==> src/rtl/scp_pkg.sv <==
// ----------------------------------------------------------------------------
// Serial drive command parser package
// Shared widths, register indexes, result codes, characters and the
// control/status structs between controller and datapath.
// ----------------------------------------------------------------------------
package scp_pkg;

	localparam int BUFFER_DEPTH_DEF = 8;

	localparam int CFG_AW  = 3;
	localparam int CFG_DW  = 16;
	localparam int CMD_W   = 4;
	localparam int LEVEL_W = 7;
	localparam int POS_W   = 16;
	localparam int ACC_W   = 24;

	// configuration register indexes
	localparam logic [CFG_AW-1:0] CFG_FWD_SPEED  = 3'd0;
	localparam logic [CFG_AW-1:0] CFG_BWD_SPEED  = 3'd1;
	localparam logic [CFG_AW-1:0] CFG_TURN_SPEED = 3'd2;
	localparam logic [CFG_AW-1:0] CFG_TURN_LEVEL = 3'd3;
	localparam logic [CFG_AW-1:0] CFG_LIMIT      = 3'd4;
	localparam logic [CFG_AW-1:0] CFG_SERVO_MIN  = 3'd5;
	localparam logic [CFG_AW-1:0] CFG_SERVO_MAX  = 3'd6;

	// register reset values
	localparam logic [LEVEL_W-1:0] RST_FWD_SPEED  = 7'd50;
	localparam logic [LEVEL_W-1:0] RST_BWD_SPEED  = 7'd40;
	localparam logic [LEVEL_W-1:0] RST_TURN_SPEED = 7'd40;
	localparam logic [LEVEL_W-1:0] RST_TURN_LEVEL = 7'd70;
	localparam logic [LEVEL_W-1:0] RST_LIMIT      = 7'd100;
	localparam logic [POS_W-1:0]   RST_SERVO_MIN  = 16'd1000;
	localparam logic [POS_W-1:0]   RST_SERVO_MAX  = 16'd2000;

	// result codes
	localparam logic [CMD_W-1:0] CMD_FORWARD   = 4'd0;
	localparam logic [CMD_W-1:0] CMD_BACKWARD  = 4'd1;
	localparam logic [CMD_W-1:0] CMD_LEFT      = 4'd2;
	localparam logic [CMD_W-1:0] CMD_RIGHT     = 4'd3;
	localparam logic [CMD_W-1:0] CMD_STOP      = 4'd4;
	localparam logic [CMD_W-1:0] CMD_SERVO     = 4'd5;
	localparam logic [CMD_W-1:0] CMD_BAD_ANGLE = 4'd6;
	localparam logic [CMD_W-1:0] CMD_UNKNOWN   = 4'd7;
	localparam logic [CMD_W-1:0] CMD_TOO_LONG  = 4'd8;

	// characters
	localparam logic [7:0] CHAR_CR   = 8'h0D;
	localparam logic [7:0] CHAR_LF   = 8'h0A;
	localparam logic [7:0] CHAR_ZERO = 8'h30;
	localparam logic [7:0] CHAR_NINE = 8'h39;
	localparam logic [7:0] CASE_BIT  = 8'h20;
	localparam logic [7:0] LOWER_W   = 8'h77;
	localparam logic [7:0] LOWER_S   = 8'h73;
	localparam logic [7:0] LOWER_A   = 8'h61;
	localparam logic [7:0] LOWER_D   = 8'h64;
	localparam logic [7:0] LOWER_X   = 8'h78;
	localparam logic [7:0] LOWER_T   = 8'h74;

	localparam logic [ACC_W-1:0] ACC_MAX    = 24'hFF_FFFF;
	localparam logic [3:0]       DIGIT_BASE = 4'd10;

	typedef struct packed {
		logic store;
		logic clear_fill;
		logic walk_start;
		logic walk_read;
		logic load_line;
		logic load_long;
	} scp_cmd_t;

	typedef struct packed {
		logic rx_term;
		logic fill_zero;
		logic fill_full;
		logic walk_last;
		logic out_free;
	} scp_stat_t;

endpackage

==> src/rtl/scp_if.sv <==
// ----------------------------------------------------------------------------
// Serial drive command parser channels
// Byte input, result output and configuration write channels.
// ----------------------------------------------------------------------------
interface scp_byte_if;
	logic       valid;
	logic       ready;
	logic [7:0] rx_byte;

	modport source (output valid, output rx_byte, input ready);
	modport sink (input valid, input rx_byte, output ready);
endinterface

interface scp_res_if;
	import scp_pkg::*;
	logic                      valid;
	logic                      ready;
	logic [CMD_W-1:0]          command;
	logic signed [7:0]         speed;
	logic [LEVEL_W-1:0]        steer_level;
	logic [POS_W-1:0]          servo_position;
	logic [7:0]                bad_letter;

	modport source (output valid, output command, output speed, output steer_level,
		output servo_position, output bad_letter, input ready);
	modport sink (input valid, input command, input speed, input steer_level,
		input servo_position, input bad_letter, output ready);
endinterface

interface scp_cfg_if;
	import scp_pkg::*;
	logic              valid;
	logic              ready;
	logic [CFG_AW-1:0] addr;
	logic [CFG_DW-1:0] data;

	modport source (output valid, output addr, output data, input ready);
	modport sink (input valid, input addr, input data, output ready);
endinterface

==> src/rtl/scp_ctrl.sv <==
// ----------------------------------------------------------------------------
// Serial drive command parser controller
// Sequences byte storage, the line walk and loading of results.
// ----------------------------------------------------------------------------
module scp_ctrl (
	input  logic               clk,
	input  logic               arst_n,
	input  logic               rx_valid,
	output logic               rx_ready,
	input  scp_pkg::scp_stat_t stat,
	output scp_pkg::scp_cmd_t  cmd
);
	import scp_pkg::*;

	localparam logic [2:0] ST_IDLE  = 3'd0;
	localparam logic [2:0] ST_WALK  = 3'd1;
	localparam logic [2:0] ST_DRAIN = 3'd2;
	localparam logic [2:0] ST_LINE  = 3'd3;
	localparam logic [2:0] ST_LONG  = 3'd4;

	logic [2:0] state_q;
	logic [2:0] state_d;

	assign rx_ready = (state_q == ST_IDLE);

	always_comb begin
		state_d = state_q;
		cmd     = '0;
		case (state_q)
			ST_IDLE: begin
				if (rx_valid) begin
					if (stat.rx_term) begin
						if (!stat.fill_zero) begin
							cmd.walk_start = 1'b1;
							state_d        = ST_WALK;
						end
					end else if (!stat.fill_full) begin
						cmd.store = 1'b1;
					end else begin
						cmd.clear_fill = 1'b1;
						state_d        = ST_LONG;
					end
				end
			end
			ST_WALK: begin
				cmd.walk_read = 1'b1;
				if (stat.walk_last) begin
					state_d = ST_DRAIN;
				end
			end
			ST_DRAIN: begin
				state_d = ST_LINE;
			end
			ST_LINE: begin
				if (stat.out_free) begin
					cmd.load_line = 1'b1;
					state_d       = ST_IDLE;
				end
			end
			ST_LONG: begin
				if (stat.out_free) begin
					cmd.load_long = 1'b1;
					state_d       = ST_IDLE;
				end
			end
			default: begin
				state_d = ST_IDLE;
			end
		endcase
	end

	always_ff @(posedge clk or negedge arst_n) begin
		if (!arst_n) begin
			state_q <= ST_IDLE;
		end else begin
			state_q <= state_d;
		end
	end

endmodule

==> src/rtl/scp_dp.sv <==
// ----------------------------------------------------------------------------
// Serial drive command parser datapath
// Line buffer, value accumulator, configuration registers, decode and the
// result register.
// ----------------------------------------------------------------------------
module scp_dp #(
	parameter int BufferDepth = scp_pkg::BUFFER_DEPTH_DEF
) (
	input  logic                         clk,
	input  logic                         arst_n,
	input  logic [7:0]                   rx_byte,
	input  logic                         cfg_valid,
	input  logic [scp_pkg::CFG_AW-1:0]   cfg_addr,
	input  logic [scp_pkg::CFG_DW-1:0]   cfg_data,
	input  scp_pkg::scp_cmd_t            cmd,
	output scp_pkg::scp_stat_t           stat,
	input  logic                         res_ready,
	output logic                         res_valid,
	output logic [scp_pkg::CMD_W-1:0]    command,
	output logic signed [7:0]            speed,
	output logic [scp_pkg::LEVEL_W-1:0]  steer_level,
	output logic [scp_pkg::POS_W-1:0]    servo_position,
	output logic [7:0]                   bad_letter
);
	import scp_pkg::*;

	localparam int AW = (BufferDepth > 1) ? $clog2(BufferDepth) : 1;
	localparam int FW = $clog2(BufferDepth + 1);
	localparam logic [FW-1:0] FILL_MAX = FW'(BufferDepth);

	// configuration registers
	logic [LEVEL_W-1:0] fwd_speed_q, bwd_speed_q, turn_speed_q, turn_level_q, limit_q;
	logic [POS_W-1:0]   servo_min_q, servo_max_q;

	always_ff @(posedge clk or negedge arst_n) begin
		if (!arst_n) begin
			fwd_speed_q  <= RST_FWD_SPEED;
			bwd_speed_q  <= RST_BWD_SPEED;
			turn_speed_q <= RST_TURN_SPEED;
			turn_level_q <= RST_TURN_LEVEL;
			limit_q      <= RST_LIMIT;
			servo_min_q  <= RST_SERVO_MIN;
			servo_max_q  <= RST_SERVO_MAX;
		end else if (cfg_valid) begin
			case (cfg_addr)
				CFG_FWD_SPEED:  fwd_speed_q  <= cfg_data[LEVEL_W-1:0];
				CFG_BWD_SPEED:  bwd_speed_q  <= cfg_data[LEVEL_W-1:0];
				CFG_TURN_SPEED: turn_speed_q <= cfg_data[LEVEL_W-1:0];
				CFG_TURN_LEVEL: turn_level_q <= cfg_data[LEVEL_W-1:0];
				CFG_LIMIT:      limit_q      <= cfg_data[LEVEL_W-1:0];
				CFG_SERVO_MIN:  servo_min_q  <= cfg_data[POS_W-1:0];
				CFG_SERVO_MAX:  servo_max_q  <= cfg_data[POS_W-1:0];
				default: begin
				end
			endcase
		end
	end

	// line buffer and fill count
	logic [7:0]    mem [BufferDepth];
	logic [FW-1:0] fill_q;
	logic [AW-1:0] rd_idx_q;
	logic [7:0]    rd_data_s1;
	logic          rd_vld_s1;
	logic          rd_first_s1;

	always_ff @(posedge clk) begin
		if (cmd.store) begin
			mem[fill_q[AW-1:0]] <= rx_byte;
		end
		rd_data_s1 <= mem[rd_idx_q];
	end

	always_ff @(posedge clk or negedge arst_n) begin
		if (!arst_n) begin
			fill_q      <= '0;
			rd_idx_q    <= '0;
			rd_vld_s1   <= 1'b0;
			rd_first_s1 <= 1'b0;
		end else begin
			if (cmd.clear_fill || cmd.load_line) begin
				fill_q <= '0;
			end else if (cmd.store) begin
				fill_q <= fill_q + FW'(1);
			end
			if (cmd.walk_start) begin
				rd_idx_q <= '0;
			end else if (cmd.walk_read) begin
				rd_idx_q <= rd_idx_q + AW'(1);
			end
			rd_vld_s1   <= cmd.walk_read;
			rd_first_s1 <= cmd.walk_read && (rd_idx_q == '0);
		end
	end

	// digit accumulation, saturating
	logic [7:0]       letter_q;
	logic [ACC_W-1:0] acc_q;
	logic             is_digit;
	logic [3:0]       digit;
	logic [ACC_W+3:0] acc_mul;
	logic [ACC_W-1:0] acc_next;

	assign is_digit = (rd_data_s1 >= CHAR_ZERO) && (rd_data_s1 <= CHAR_NINE);
	assign digit    = 4'(rd_data_s1 - CHAR_ZERO);
	assign acc_mul  = (ACC_W+4)'(acc_q) * (ACC_W+4)'(DIGIT_BASE) + (ACC_W+4)'(digit);
	assign acc_next = (acc_mul > (ACC_W+4)'(ACC_MAX)) ? ACC_MAX : acc_mul[ACC_W-1:0];

	always_ff @(posedge clk) begin
		if (cmd.walk_start) begin
			acc_q <= '0;
		end else if (rd_vld_s1) begin
			if (rd_first_s1) begin
				letter_q <= rd_data_s1;
			end else if (is_digit) begin
				acc_q <= acc_next;
			end
		end
	end

	// decode
	function automatic logic [LEVEL_W-1:0] pick_value(
		input logic [ACC_W-1:0]   v,
		input logic [LEVEL_W-1:0] dflt,
		input logic [LEVEL_W-1:0] lim
	);
		logic [ACC_W-1:0] t;
		t = (v == '0) ? ACC_W'(dflt) : v;
		return (t > ACC_W'(lim)) ? lim : t[LEVEL_W-1:0];
	endfunction

	logic [LEVEL_W-1:0] fwd_val, bwd_val, turn_val;
	logic [7:0]         letter_lc;
	logic               servo_ok;
	logic [CMD_W-1:0]   cmd_d;
	logic [7:0]         speed_d;
	logic [LEVEL_W-1:0] level_d;
	logic [POS_W-1:0]   pos_d;
	logic [7:0]         bad_d;

	assign fwd_val   = pick_value(acc_q, fwd_speed_q, limit_q);
	assign bwd_val   = pick_value(acc_q, bwd_speed_q, limit_q);
	assign turn_val  = pick_value(acc_q, turn_level_q, limit_q);
	assign letter_lc = letter_q | CASE_BIT;
	assign servo_ok  = (acc_q >= ACC_W'(servo_min_q)) && (acc_q <= ACC_W'(servo_max_q));

	always_comb begin
		cmd_d   = CMD_UNKNOWN;
		speed_d = '0;
		level_d = '0;
		pos_d   = '0;
		bad_d   = '0;
		case (letter_lc)
			LOWER_W: begin
				cmd_d   = CMD_FORWARD;
				speed_d = {1'b0, fwd_val};
			end
			LOWER_S: begin
				cmd_d   = CMD_BACKWARD;
				speed_d = 8'(8'd0 - {1'b0, bwd_val});
			end
			LOWER_A: begin
				cmd_d   = CMD_LEFT;
				speed_d = {1'b0, turn_speed_q};
				level_d = turn_val;
			end
			LOWER_D: begin
				cmd_d   = CMD_RIGHT;
				speed_d = {1'b0, turn_speed_q};
				level_d = turn_val;
			end
			LOWER_X: begin
				cmd_d = CMD_STOP;
			end
			LOWER_T: begin
				if (servo_ok) begin
					cmd_d = CMD_SERVO;
					pos_d = acc_q[POS_W-1:0];
				end else begin
					cmd_d = CMD_BAD_ANGLE;
				end
			end
			default: begin
				cmd_d = CMD_UNKNOWN;
				bad_d = letter_q;
			end
		endcase
	end

	// result register
	logic               out_valid_q;
	logic [CMD_W-1:0]   command_q;
	logic [7:0]         speed_q;
	logic [LEVEL_W-1:0] level_q;
	logic [POS_W-1:0]   pos_q;
	logic [7:0]         bad_q;

	always_ff @(posedge clk or negedge arst_n) begin
		if (!arst_n) begin
			out_valid_q <= 1'b0;
		end else if (cmd.load_line || cmd.load_long) begin
			out_valid_q <= 1'b1;
		end else if (res_ready) begin
			out_valid_q <= 1'b0;
		end
	end

	always_ff @(posedge clk) begin
		if (cmd.load_line) begin
			command_q <= cmd_d;
			speed_q   <= speed_d;
			level_q   <= level_d;
			pos_q     <= pos_d;
			bad_q     <= bad_d;
		end else if (cmd.load_long) begin
			command_q <= CMD_TOO_LONG;
			speed_q   <= '0;
			level_q   <= '0;
			pos_q     <= '0;
			bad_q     <= '0;
		end
	end

	assign res_valid      = out_valid_q;
	assign command        = command_q;
	assign speed          = $signed(speed_q);
	assign steer_level    = level_q;
	assign servo_position = pos_q;
	assign bad_letter     = bad_q;

	assign stat.rx_term   = (rx_byte == CHAR_CR) || (rx_byte == CHAR_LF);
	assign stat.fill_zero = (fill_q == '0);
	assign stat.fill_full = (fill_q >= FILL_MAX);
	assign stat.walk_last = (FW'(rd_idx_q) == (fill_q - FW'(1)));
	assign stat.out_free  = !out_valid_q || res_ready;

endmodule

==> src/rtl/serial_drive_command_parser.sv <==
// ----------------------------------------------------------------------------
// Serial drive command parser
// Collects the characters of a text drive command and reports one decoded
// command for every terminated non-empty line, or a too-long result on overflow.
// ----------------------------------------------------------------------------
// Usage:
//   rx  - one character per item. Ordinary characters are stored while the
//         block stays ready for the next one.
//   res - zero or one result item per character. A CR or LF ending a line of
//         n buffered characters walks the line buffer through its single read
//         port, one character a cycle, then loads the result once the output
//         register is free; rx.ready stays low until then. A character that
//         finds the buffer full yields a too-long result once the register is free.
//   cfg - register writes, taken in any cycle; write only while idle.
// A finished result sits in an output register: while the receiver stalls,
// further characters are still stored, and only the next result waits.
// Reset clears the fill count, drops any pending result and restores the
// register defaults; the line buffer itself is not cleared.
// ----------------------------------------------------------------------------
module serial_drive_command_parser #(
	parameter int BUFFER_DEPTH = scp_pkg::BUFFER_DEPTH_DEF
) (
	input logic       clk,
	input logic       arst_n,
	scp_byte_if.sink  rx,
	scp_res_if.source res,
	scp_cfg_if.sink   cfg
);
	import scp_pkg::*;

	scp_cmd_t  cmd;
	scp_stat_t stat;
	logic      rx_ready;

	// configuration writes never stall
	assign cfg.ready = 1'b1;
	assign rx.ready  = rx_ready;

	// controller: decides what each accepted item does and paces the walk
	scp_ctrl u_ctrl (
		.clk      (clk),
		.arst_n   (arst_n),
		.rx_valid (rx.valid),
		.rx_ready (rx_ready),
		.stat     (stat),
		.cmd      (cmd)
	);

	// datapath: buffer, accumulator, registers, decode and result register
	scp_dp #(
		.BufferDepth (BUFFER_DEPTH)
	) u_dp (
		.clk            (clk),
		.arst_n         (arst_n),
		.rx_byte        (rx.rx_byte),
		.cfg_valid      (cfg.valid),
		.cfg_addr       (cfg.addr),
		.cfg_data       (cfg.data),
		.cmd            (cmd),
		.stat           (stat),
		.res_ready      (res.ready),
		.res_valid      (res.valid),
		.command        (res.command),
		.speed          (res.speed),
		.steer_level    (res.steer_level),
		.servo_position (res.servo_position),
		.bad_letter     (res.bad_letter)
	);

`ifndef SYNTHESIS
	// a terminator on a non-empty line must hold off input for the walk
	a_walk_blocks_input: assert property (@(posedge clk) disable iff (!arst_n)
		(rx.valid && rx.ready && stat.rx_term && !stat.fill_zero) |=> !rx.ready)
		else $error("input accepted during line walk");

	// an overflowing character empties the buffer
	a_overflow_empties: assert property (@(posedge clk) disable iff (!arst_n)
		(rx.valid && rx.ready && !stat.rx_term && stat.fill_full) |=> stat.fill_zero)
		else $error("buffer not emptied after overflow");

	// a stored character leaves the buffer non-empty
	a_store_fills: assert property (@(posedge clk) disable iff (!arst_n)
		(rx.valid && rx.ready && !stat.rx_term && !stat.fill_full) |=> !stat.fill_zero)
		else $error("stored character lost");

	// a result is loaded only into a free output register
	a_no_overwrite: assert property (@(posedge clk) disable iff (!arst_n)
		(res.valid && !res.ready) |-> !(cmd.load_line || cmd.load_long))
		else $error("pending result overwritten");
`endif

endmodule

==> src/flat_wrapper.sv <==
// flat-port wrapper written by rule: the top's interface ports become plain ports
module serial_drive_command_parser_flat import scp_pkg::*;
#(
	parameter int BUFFER_DEPTH = scp_pkg::BUFFER_DEPTH_DEF
)
  (clk, arst_n, rx_valid, rx_rx_byte, rx_ready, res_valid, res_command, res_speed, res_steer_level, res_servo_position, res_bad_letter, res_ready, cfg_valid, cfg_addr, cfg_data, cfg_ready);
  scp_byte_if rx_i ();
  scp_res_if res_i ();
  scp_cfg_if cfg_i ();
  input logic clk;
  input logic arst_n;
  input wire logic [$bits(rx_i.valid)-1:0] rx_valid;
  input wire logic [$bits(rx_i.rx_byte)-1:0] rx_rx_byte;
  output wire logic [$bits(rx_i.ready)-1:0] rx_ready;
  output wire logic [$bits(res_i.valid)-1:0] res_valid;
  output wire logic [$bits(res_i.command)-1:0] res_command;
  output wire logic [$bits(res_i.speed)-1:0] res_speed;
  output wire logic [$bits(res_i.steer_level)-1:0] res_steer_level;
  output wire logic [$bits(res_i.servo_position)-1:0] res_servo_position;
  output wire logic [$bits(res_i.bad_letter)-1:0] res_bad_letter;
  input wire logic [$bits(res_i.ready)-1:0] res_ready;
  input wire logic [$bits(cfg_i.valid)-1:0] cfg_valid;
  input wire logic [$bits(cfg_i.addr)-1:0] cfg_addr;
  input wire logic [$bits(cfg_i.data)-1:0] cfg_data;
  output wire logic [$bits(cfg_i.ready)-1:0] cfg_ready;
  assign rx_i.valid = rx_valid;
  assign rx_i.rx_byte = rx_rx_byte;
  assign rx_ready = rx_i.ready;
  assign res_valid = res_i.valid;
  assign res_command = res_i.command;
  assign res_speed = res_i.speed;
  assign res_steer_level = res_i.steer_level;
  assign res_servo_position = res_i.servo_position;
  assign res_bad_letter = res_i.bad_letter;
  assign res_i.ready = res_ready;
  assign cfg_i.valid = cfg_valid;
  assign cfg_i.addr = cfg_addr;
  assign cfg_i.data = cfg_data;
  assign cfg_ready = cfg_i.ready;
  serial_drive_command_parser #(.BUFFER_DEPTH(BUFFER_DEPTH)) u_core (.clk(clk), .arst_n(arst_n), .rx(rx_i), .res(res_i), .cfg(cfg_i));
endmodule
==> config.mk <==
export PLATFORM = sky130hd
export DESIGN_NAME = serial_drive_command_parser_flat
export DESIGN_NICKNAME = d
export VERILOG_FILES = /design/src/rtl/scp_pkg.sv /design/src/rtl/scp_if.sv /design/src/rtl/scp_ctrl.sv /design/src/rtl/scp_dp.sv /design/src/rtl/serial_drive_command_parser.sv /design/src/flat_wrapper.sv
export SDC_FILE = /design/constraint.sdc
export NUM_CORES = 1
export LEC_CHECK = 0
export ABC_AREA = 1
export BUFFER_PORTS_ARGS = -buffer_cell sky130_fd_sc_hd__buf_2
export CORE_ASPECT_RATIO = 1.25
export CORE_UTILIZATION = 56
export CTS_CLUSTER_SIZE = 8
export DETAILED_ROUTE_END_ITERATION = 10
export PLACE_DENSITY = 0.78
export SYNTH_ARGS = -nofsm -noshare
export SYNTH_HDL_FRONTEND = slang
export SYNTH_SLANG_ARGS = --single-unit
==> constraint.sdc <==
create_clock -name clk -period 4.8 [get_ports clk]
set_input_delay 0.96 -clock clk [delete_from_list [all_inputs] [get_ports clk]]
set_output_delay 0.96 -clock clk [all_outputs]
set_load 0.005 [all_outputs]
==> results.toml <==
[clock_tree]
post-cts-setup-buffers = 0
cts.sinks = 227
cts_max_path_buffers = 3
cts_hold_buf = 0
cts_tree = "done"
cts-root-buf = "clkbuf_16"
clk_pin_slew_ps = 50
cts_resized = 0
htreeDepth = 2
cts_buffers = 34
clk_latency_ps = 520

[global_route]
grt.total_usage_pct = 29.1
grt_pass1_vias = 11314
grt_pass1_wl_um = 56900
grt_antenna_before_repair = 0
grt_max_degree = 46
grt_overflow_total = 0

[layout]
regArea_um2 = 6130
multi_input_area_um2 = 6370
drive_gt1_share_pct = 9.76
antenna-diode-count = 0
nNetsFinal = 1979
fillers = 2072
final_cell_count_no_fill = 2190
post-route-util_pct = 64.7
syn_to_final_growth_pct = 12.7

[detailed_routing]
wl_per_cell_um = 16.3
drc = 0
routed_via_density = 5.40
antenna_left = 0
drt-total-wl_um = 35600
dr.pass1.iters = 5
num_vias = 11823
first_iter_violations = 588

[critical_path]
path_max_fanout = 26
worstPathRequired_ps = 5160
timing.reg2reg.setup_slack_ps = 440
crit_type = "register to register"
cp.arrival_ps = 4710
cp-end-kind = "register"
start_kind = "register"

[synth]
synthTopCellsByCount = "425 x nand2_1, 277 x inv_1, 206 x nor2_1"
yosysTopAreaCellShare_pct = 25.2
synth_flop_cell = "edfxtp_1"
synth_area_leader_cell = "edfxtp_1"
synthTopCellsByArea = "edfxtp_1 25%, nand2_1 12%, dfrtp_1 10%"
postSynthAreaPerCell_um2 = 7.82
synth-warning-count = 0
synth_cell_types = 48
syn_inst = 1755
ys_seq_area_share_pct = 44.7
synth_seq_cells = 227
synth_area_um2 = 13700
synth_edf_count = 115
synth_nets = 1895
synth.most_common_cell = "nand2_1"
async_flop_share_pct = 35.2

[die]
initial_core_util_pct = 57.4
die_height_um = 177
die_w_um = 142
die_area_um2 = 25100
core_area_um2 = 23900
row_count = 63
io_pins = 78

[timing]
fin_skew_ps = 19.3
tns_ps = 0
fin_crit_sh_pct = 90.8
tightest_slew_ps = 1110
slew_viol_final = 0
rsz0062_at_grt = "no"
setup_violations = 0
max_slew_margin_pct = 25.7
fmaxAchievable_ghz = 0.230
min_period_ps = 4360
finalHoldViolations = 0

[pwr]
p_per_area_nw_per_um2 = 616
peakVddDrop_v = 0.000427
p_sw_uw = 4160
pwr-share-comb_pct = 46.5
p_int_uw = 5360
switching_share_pct = 43.7
p_leak_uw = 0.00754
pwr-share-seq_pct = 30.1
power.share.clock_pct = 23.5

[min_path]
hp-class = "register to register"

[placement]
post-dp-hpwl_um = 26400
io_buffer_count = 76
gp_congestion = 0.944
dp_cells = 2128

[run_status]
status = "finished, final reports clean"

[flow_run]
cap_violations = 0
## kinds of logic after synthesis
logic type                 count (synthesis)  share of synthesized area, %
buffers and inverters                    324                          9.02
DFF                                      227                          44.7
and+or+nand+nor                          803                          24.4
adders and majority gates                108                          9.96
xor gates and xnor gates                  14                         0.894
AOI/OAI and AO/OA                        278                          11.1
other                                      1                        0.0273
## layout by cell type (no fill, tap or decap), types with 2 or more instances in the layout
cell type and count:
nand3b_1 5, clkbuf_16 34, dfxtp_1 32, or2_2 5, xor2_1 10, o21ai_1 4, nand4_1 24, inv_1 277
xnor2_1 4, clkbuf_1 23, buf_4 13, nor2_1 205, buf_2 75, nor3_1 19, and3_1 2, o21bai_1 4
a21oi_1 77, nand2_2 5, o21ai_0 140, nand2_1 425, ha_1 106, dfrtp_1 55, inv_2 6, edfxtp_1 115
nor2_2 7, fa_1 2, o2111ai_1 3, a211oi_1 5, dfstp_2 25, a21o_1 6, nor4_1 2, o21a_1 4
a31oi_1 11, o211ai_1 11, nand3_1 95, o22ai_1 8, nor2_4 4
## final timing paths
kind,cells past startpoint,startpoint,endpoint
worst max-delay path,20,u_core.u_dp.acc_q[15]$_SDFFE_PP0P_,u_core.u_dp.speed[4]$_SDFFCE_PN0P_
worst min-delay path,0,u_core.u_dp.rd_data_s1[6]$_DFF_P_,u_core.u_dp.letter_q[6]$_DFFE_PP_
worst max register to register,20,u_core.u_dp.acc_q[15]$_SDFFE_PP0P_,u_core.u_dp.speed[4]$_SDFFCE_PN0P_
worst min register to register,0,u_core.u_dp.rd_data_s1[6]$_DFF_P_,u_core.u_dp.letter_q[6]$_DFFE_PP_
max in group asynchronous,2,arst_n,u_core.u_dp.fwd_speed_q[1]$_DFFE_PN1P_
min in group asynchronous,1,arst_n,u_core.u_dp.servo_min_q[13]$_DFFE_PN0P_
## power by group through the flow
| stage | sequential (µW) | clock (µW) | combinational (µW) |
|---|---|---|---|
| 2_1_floorplan | 2750 | 0 | 3290 |
| 3_3_place_gp | 2870 | 0 | 4270 |
| 3_5_place_dp | 2880 | 0 | 4380 |
| 4_1_cts | 2850 | 2260 | 4410 |
| 5_1_grt | 2910 | 2350 | 5020 |
| 6_report | 2860 | 2230 | 4420 |
## flip-flops by register name, summed over array words and instances (netlist names), 3 cells and up
register / flops
u_core.u_dp.mem: 64
u_core.u_dp.acc_q: 24
u_core.u_dp.servo_max_q: 16
u_core.u_dp.servo_min_q: 16
u_core.u_dp.servo_position: 16
u_core.u_dp.bad_letter: 8
u_core.u_dp.letter_q: 8
u_core.u_dp.rd_data_s1: 8
u_core.u_dp.speed: 8
u_core.u_dp.bwd_speed_q: 7
u_core.u_dp.fwd_speed_q: 7
u_core.u_dp.limit_q: 7
u_core.u_dp.steer_level: 7
u_core.u_dp.turn_level_q: 7
u_core.u_dp.turn_speed_q: 7
u_core.u_dp.command: 4
u_core.u_dp.fill_q: 4
u_core.u_ctrl.state_q: 3
u_core.u_dp.rd_idx_q: 3
## cell type report
class | instances | share of cell area (%)
clock buffer | 58 | 6.15
clock inverter | 4 | 0.413
inverter | 284 | 6.90
multi-input combinational | 1204 | 41.2
sequential | 227 | 39.6
tap | 325 | 2.63
timing repair buffer | 88 | 3.06
## per-layer routing
layer / vias up / part of all wire (%) / GRT usage, %
met3: 105 / 4.7 / 3.41
met1: 5460 / 41 / 34.9
met5: - / 0 / 0
met4: 0 / 4.6 / 14.3
met2: 354 / 50 / 51.5
li1: 5904 / - / -
## stage by stage
step / hold WS, ps / setup slack [ps] / area (µm²) / total power [µW]
global placement: 416 / 721 / 14400 / 7140
floorplan: 408 / 1190 / 13700 / 6040
finish: 430 / 443 / 15500 / 9520
global route: 436 / 103 / 15500 / 10300
CTS: 429 / 547 / 15500 / 9520
detailed placement: 417 / 588 / 14400 / 7260
## worst max-delay path: stages (launching register included)
cell and delay, ps:
dfxtp_1 360, inv_1 120, nand4_1 130, or2_2 340, nor2_2 230, nand2_1 90
buf_4 220, o21ai_0 260, inv_1 70, ha_1 290, a21o_1 180, a211oi_1 240
o211ai_1 150, nand2_1 340, nand2_1 90, o21ai_1 260, ha_1 340, nand2_1 80
o21bai_1 150, nand3_1 80, a31oi_1 170
Note: power is estimated with default switching activity, not from simulation.
